File: src/rtl/tpps_pkg.sv
package tpps_pkg;

    // op codes on s_tuser
    localparam logic [1:0] OP_EMIT  = 2'd0;
    localparam logic [1:0] OP_TICK  = 2'd1;
    localparam logic [1:0] OP_CLEAR = 2'd2;

    // 9.8 in Q16.16, rounded to nearest
    localparam logic [19:0] GRAVITY_Q16 = 20'd642253;

    localparam int IN_DATA_W  = 216;
    localparam int OUT_DATA_W = 208;

    typedef enum logic [1:0] {
        K_EMIT  = 2'd0,
        K_TICK  = 2'd1,
        K_CLEAR = 2'd2
    } kind_t;

    typedef struct packed {
        kind_t              kind;
        logic signed [31:0] pos_x;
        logic signed [31:0] pos_y;
        logic signed [31:0] pos_z;
        logic signed [31:0] vel_x;
        logic signed [31:0] vel_y;
        logic signed [31:0] vel_z;
        logic [19:0]        dt;
    } cmd_t;

    typedef struct packed {
        logic [16:0] damp;
        logic [19:0] grav;
        logic [23:0] life;
        logic [23:0] width;
    } cfg_t;

    typedef struct packed {
        logic signed [31:0] pos_x;
        logic signed [31:0] pos_y;
        logic signed [31:0] pos_z;
        logic signed [31:0] vel_x;
        logic signed [31:0] vel_y;
        logic signed [31:0] vel_z;
        logic [31:0]        age;
        logic [31:0]        max_life;
    } entry_t;

    // clamp to the signed 32-bit range
    function automatic logic signed [31:0] sat32(input logic signed [39:0] v);
        logic signed [31:0] r;
        if (v > 40'sh007FFFFFFF) begin
            r = 32'sh7FFFFFFF;
        end else if (v < -40'sh0080000000) begin
            r = 32'sh80000000;
        end else begin
            r = v[31:0];
        end
        return r;
    endfunction

endpackage

File: src/rtl/tpps_front.sv
module tpps_front (
    input  logic                         aclk,
    input  logic                         aresetn,
    input  logic                         s_tvalid,
    output logic                         s_tready,
    input  logic [tpps_pkg::IN_DATA_W-1:0] s_tdata,
    input  logic [1:0]                   s_tuser,
    output logic                         cmd_valid,
    output tpps_pkg::cmd_t               cmd,
    input  logic                         cmd_pop
);

    tpps_pkg::cmd_t q_reg [2];
    logic           wp_reg;
    logic           rp_reg;
    logic [1:0]     cnt_reg;
    logic           known;
    tpps_pkg::cmd_t dec;
    logic           push;

    // classify: unknown op is taken and dropped
    always_comb begin
        known    = 1'b1;
        dec.kind = tpps_pkg::K_EMIT;
        unique case (s_tuser)
            tpps_pkg::OP_EMIT:  dec.kind = tpps_pkg::K_EMIT;
            tpps_pkg::OP_TICK:  dec.kind = tpps_pkg::K_TICK;
            tpps_pkg::OP_CLEAR: dec.kind = tpps_pkg::K_CLEAR;
            default:            known    = 1'b0;
        endcase
        dec.pos_x = s_tdata[31:0];
        dec.pos_y = s_tdata[63:32];
        dec.pos_z = s_tdata[95:64];
        dec.vel_x = s_tdata[127:96];
        dec.vel_y = s_tdata[159:128];
        dec.vel_z = s_tdata[191:160];
        dec.dt    = s_tdata[211:192];
    end

    assign s_tready  = (cnt_reg != 2'd2);
    assign push      = s_tvalid && s_tready && known;
    assign cmd_valid = (cnt_reg != 2'd0);
    assign cmd       = q_reg[rp_reg];

    always_ff @(posedge aclk) begin
        if (push) begin
            q_reg[wp_reg] <= dec;
        end
        if (!aresetn) begin
            wp_reg  <= 1'b0;
            rp_reg  <= 1'b0;
            cnt_reg <= 2'd0;
        end else begin
            if (push) begin
                wp_reg <= ~wp_reg;
            end
            if (cmd_pop) begin
                rp_reg <= ~rp_reg;
            end
            cnt_reg <= cnt_reg + {1'b0, push} - {1'b0, cmd_pop};
        end
    end

endmodule

File: config.mk
export PLATFORM = sky130hd
export DESIGN_NAME = tpps_front
export DESIGN_NICKNAME = d
export VERILOG_FILES = /design/src/rtl/tpps_pkg.sv /design/src/rtl/tpps_front.sv
export SDC_FILE = /design/constraint.sdc
export NUM_CORES = 1
export LEC_CHECK = 0
export ABC_CLOCK_PERIOD_IN_PS = 17690
export BUFFER_PORTS_ARGS = -buffer_cell sky130_fd_sc_hd__buf_2
export CAP_MARGIN = 20
export CELL_PAD_IN_SITES_DETAIL_PLACEMENT = 1
export CELL_PAD_IN_SITES_GLOBAL_PLACEMENT = 1
export CORE_MARGIN = 2
export CORE_UTILIZATION = 40
export CTS_BUF_LIST = sky130_fd_sc_hd__clkbuf_8
export DETAILED_ROUTE_END_ITERATION = 6
export MAX_ROUTING_LAYER = met4
export PLACE_DENSITY_LB_ADDON = 0.08
export SYNTH_ARGS = -nofsm -noshare
export SYNTH_HDL_FRONTEND = slang
export SYNTH_SLANG_ARGS = --single-unit
File: constraint.sdc
create_clock -name aclk -period 17.69 [get_ports aclk]
set_input_delay 4.4225 -clock aclk [delete_from_list [all_inputs] [get_ports aclk]]
set_output_delay 4.4225 -clock aclk [all_outputs]
set_load 0.02 [all_outputs]
# Word-level counts from Yosys, hierarchy flattened
# Memories as Yosys holds them, arrays and structs flattened. A register that Yosys moved wholly into a read port is not among the register bits.
# Cells that the tools add are included.
dict set report totals {
  output_inout_bits 216
  reg_bits 4
  n_memories 1
  ramBits 428
  latch_bits 0
  rom_bits 0
}
dict set report op_classes {
  n_mul 0
  n_shift 0
  add_sub_neg 2
  eq_ne 3
  bitwise_logic 2
  mux 6
  div_mod_pow 0
  magnitude_cmp 0
  reduce_logical 5
}
# name words width rd rd_clocked_by_memory_dff write_ports line_no
set mem_list {}
lappend mem_list {q_reg 2 214 1 1 1 tpps_front.sv:13} ;# tpps_pkg::cmd_t q_reg [2];
# op n
set op_table {}
lappend op_table {{2-to-1 mux 1 bit} 5}
lappend op_table {{case mux 2 bit (2 select lines)} 1}
lappend op_table {{OR reduction 3 bit} 1}
lappend op_table {{adder 2 x 1 -> 2 bit} 1}
lappend op_table {{equality test 2 x 1 -> 1 bit (second input constant)} 1}
lappend op_table {{equality test 2 bit (second input constant)} 1}
lappend op_table {{logical AND 1 bit} 2}
lappend op_table {{zero test 2 bit} 1}
lappend op_table {{!= test 2 bit (second input constant)} 1}
lappend op_table {{inverter 1 bit} 2}
lappend op_table {{nonzero test 2 bit} 1}
lappend op_table {{subtractor 2 x 1 -> 2 bit} 1}

# Logic depth before layout (Yosys ltp)
dict set report logic_depth {
  ltp_word 6
  ltp_mapped 8
  depth_no_buf 8
}

# Worst setup path after synthesis
# No wires, ideal clock.
dict set report synth_path {
  kind {input port to flip-flop}
  from {in s_tvalid}
  to {mem q_reg[1][0] in the netlist's numbering (enable)}
  slack_ns 3.213
  path_buffers 0
  arrival_ns 13.686
  stages 3
  t_required_ns 16.898
  setup_ns 0.792
  cell_sequence {a21bo_2 nand2b_1 nor2_1}
}
dict set report synth_via {
  elab_chain_cells 4
}
# element line_no
set synth_lines {}
lappend synth_lines {{from (decl)} tpps_front.sv:4} ;# input logic s_tvalid,
lappend synth_lines {{logical AND 1 bit (2 in a row)} tpps_front.sv:41} ;# assign push = s_tvalid && s_tready && known;
lappend synth_lines {{2-to-1 mux 1 bit} tpps_front.sv:46} ;# if (push) begin
lappend synth_lines {{2-to-1 mux 1 bit (implied by the code)} tpps_front.sv:47} ;# q_reg[wp_reg] <= dec;
lappend synth_lines {{to (decl)} tpps_front.sv:13}
# No other way between the ends.

==> metrics.txt <==
post-CTS setup buffers 0; Post-DP HPWL 24.68 mm; Filler cells 3896; leak pwr 7.955 nW; Final ANT Viol Nets 0; Worst slew margin 28.44%; WL/cell 20.56 um; Pwr Density 120.1 nW/um^2; RSZ-0062 raised after global routing no; DIE HEIGHT 206.2 um; synthesized net count 919; area delta synth->final 24.40%; most used cell, CP buf_4; cell row count 74; setup slack after layout 9336 ps; DRT Pass-1 Iters 6; global route total overflow 0; Slew Viols, Final 0; max reg flops 428; core area 40550 um^2; Hold Fails Final Rpt 0; worst skew pair latency 610 ps; routed vias/inst 4.614; critical path class reg2out; total negative slack 0 ps; Crit. End Element primary output; first-pass GRT wire length 52.65 mm; synthesized area 16360 um^2; initial drt markers 280; WHS 493.5 ps; critical path fanouts, max 60; number of vias after detailed routing 8245; Die X 206.2 um; clk buf depth 3; skew final 28.45 ps; H-tree depth 3; CP required 13270 ps; Util after Layout 50.18%; footprint of the multi-input gates 3159 um^2; initial antenna violation count 16; Crit path arrival time 3930 ps; CP Launch Type flip-flop; Setup WS pre-CTS 9837 ps; Final min period 8354 ps; placer congestion estimate 0.7090; Boundary Pins 438; Die Area 42530 um^2; top post-synthesis cells by area edfxtp_1 79%, mux2_4 15%, mux2_2 3.8%; Worst-Margin Slew 1073 ps; Worst IR Drop VDD 0.00006040 V; ys flop type edfxtp_1; CP top delay family buffers and inverters; clk slew on worst S/H paths 60 ps; post-synthesis sequential area ratio 79.18%; status complete, no violations; GRT busiest layer met2; top-area cell type share of the netlist area 78.57%; max_cap viols 0; met2 Usage GRT 26.67%; vias in the first global route 8871; drt total wl 36.74 mm; Hold-fix buffers, CTS 0; met3 Use GR 8.515%; Min-Delay Path Class reg2reg; Tcrit/Tclk final 47.22%; DRC Markers 0; FMAX 119.7 MHz; max incr delay on CP 940 ps; Clock Sinks 433; nets@finish 1413; final setup fails 0; Total Routing Usage GR 17.38%; Netlist cell types 19; post-cts sizing count 0; critical path's slowest cell dfxtp_4; flop2flop setup slack 14650 ps; crit path buf inv count 3; cell count after synthesis 696; cell taking the most area after synthesis edfxtp_1; CTS tree built; Register Area 12960 um^2; commonest cells in the netlist 428 x edfxtp_1, 160 x mux2_4, 55 x mux2_2; synth warn 0; EDFF count, synth 428; met1 Resource Use GR 18.98%; Port Buffers 433; pin count of the biggest net entering global routing 83; Async S/R FF share, synth 0%; flops & latches, synth 433; clk root buf clkbuf_8; Mean Syn Cell Area 23.50 um^2; Num CTS Buffers 74; top-count cell post-synth edfxtp_1; Initial Util 40.34%; layout cells sized above 1 59.97%; Cell Chain, Critical Path buf_4 > buf_4 > mux2_2 > buf_2
==> stage by stage <==
step	power [mW]	instance area, um^2	std cells
finish	2.444	20350	1787
global route	2.558	20350	1787
global placement	1.685	19030	1645
CTS	2.487	20310	1771
detailed placement	1.691	19050	1646
floorplan	1.566	16360	696
==> path summary, 6_finish.rpt <==
kind / to / start / cells past startpoint
worst max-delay path: cmd[2] / flip-flop / 4
worst min-delay path: wp_reg$_SDFFE_PN0P_ / wp_reg$_SDFFE_PN0P_ / 2
worst max register to register: q_reg[1][150]$_DFFE_PP_ / cnt_reg[0]$_SDFF_PN0_ / 6
worst min register to register: wp_reg$_SDFFE_PN0P_ / wp_reg$_SDFFE_PN0P_ / 2
==> cells by family after synthesis <==
group	synth area share [%]
mux	18.47
simple gates	0.4054
compound gates	0.1530
xor+xnor	0.1607
buf+inv	1.553
fa+ha+maj	0.07648
flops	79.18
==> per-layer routing <==
metal | routed length [um] | vias up | part of all wire (%)
li1 | - | 3788 | -
met1 | 13900 | 4073 | 38
met2 | 17740 | 317 | 48
met3 | 4054 | 67 | 11
met4 | 1039 | 0 | 2.8
met5 | 0 | - | 0
==> worst reg2reg max path: cells and delay by family, from the launching register on <==
family	cells	cell delay [ps]
buf+inv	3	1570
simple gates	3	710
flops	1	330
==> power breakdown <==
part / switching (mW) / leakage, nW / internal (mW) / total [mW]
Combinational: 0.237 / 3.23 / 0.165 / 0.402
Sequential: 0.0252 / 4.00 / 1.23 / 1.26
Clock: 0.380 / 0.732 / 0.402 / 0.782
Total: 0.642 / 7.95 / 1.80 / 2.44
==> area by class of cell <==
type	count	area share, %
diodes	16	0.1968
clock buffers	78	5.275
clock inverters	47	0.9100
inverters	4	0.1107
multi-input cells	235	15.53
flip-flops and latches	433	63.67
well taps	532	3.271
repair buffers	442	11.04
==> layout by cell type, fill, tap and decap left out, types with 2 or more instances in the layout <==
cell type / netlist / routed
buf_2: 5 / 433
edfxtp_1: 428 / 428
mux2_4: 160 / 160
clkbuf_8: 0 / 78
mux2_2: 55 / 55
inv_1: 4 / 29
clkinv_1: 0 / 18
diode_2: 0 / 16
buf_4: 0 / 8
dfxtp_1: 5 / 4
xnor2_1: 3 / 3
nor2_1: 4 / 3
nor2b_1: 2 / 2
and2_1: 2 / 2
o21ai_0: 2 / 2
clkinvlp_4: 0 / 2
Note: power is estimated with default switching activity, not from simulation.
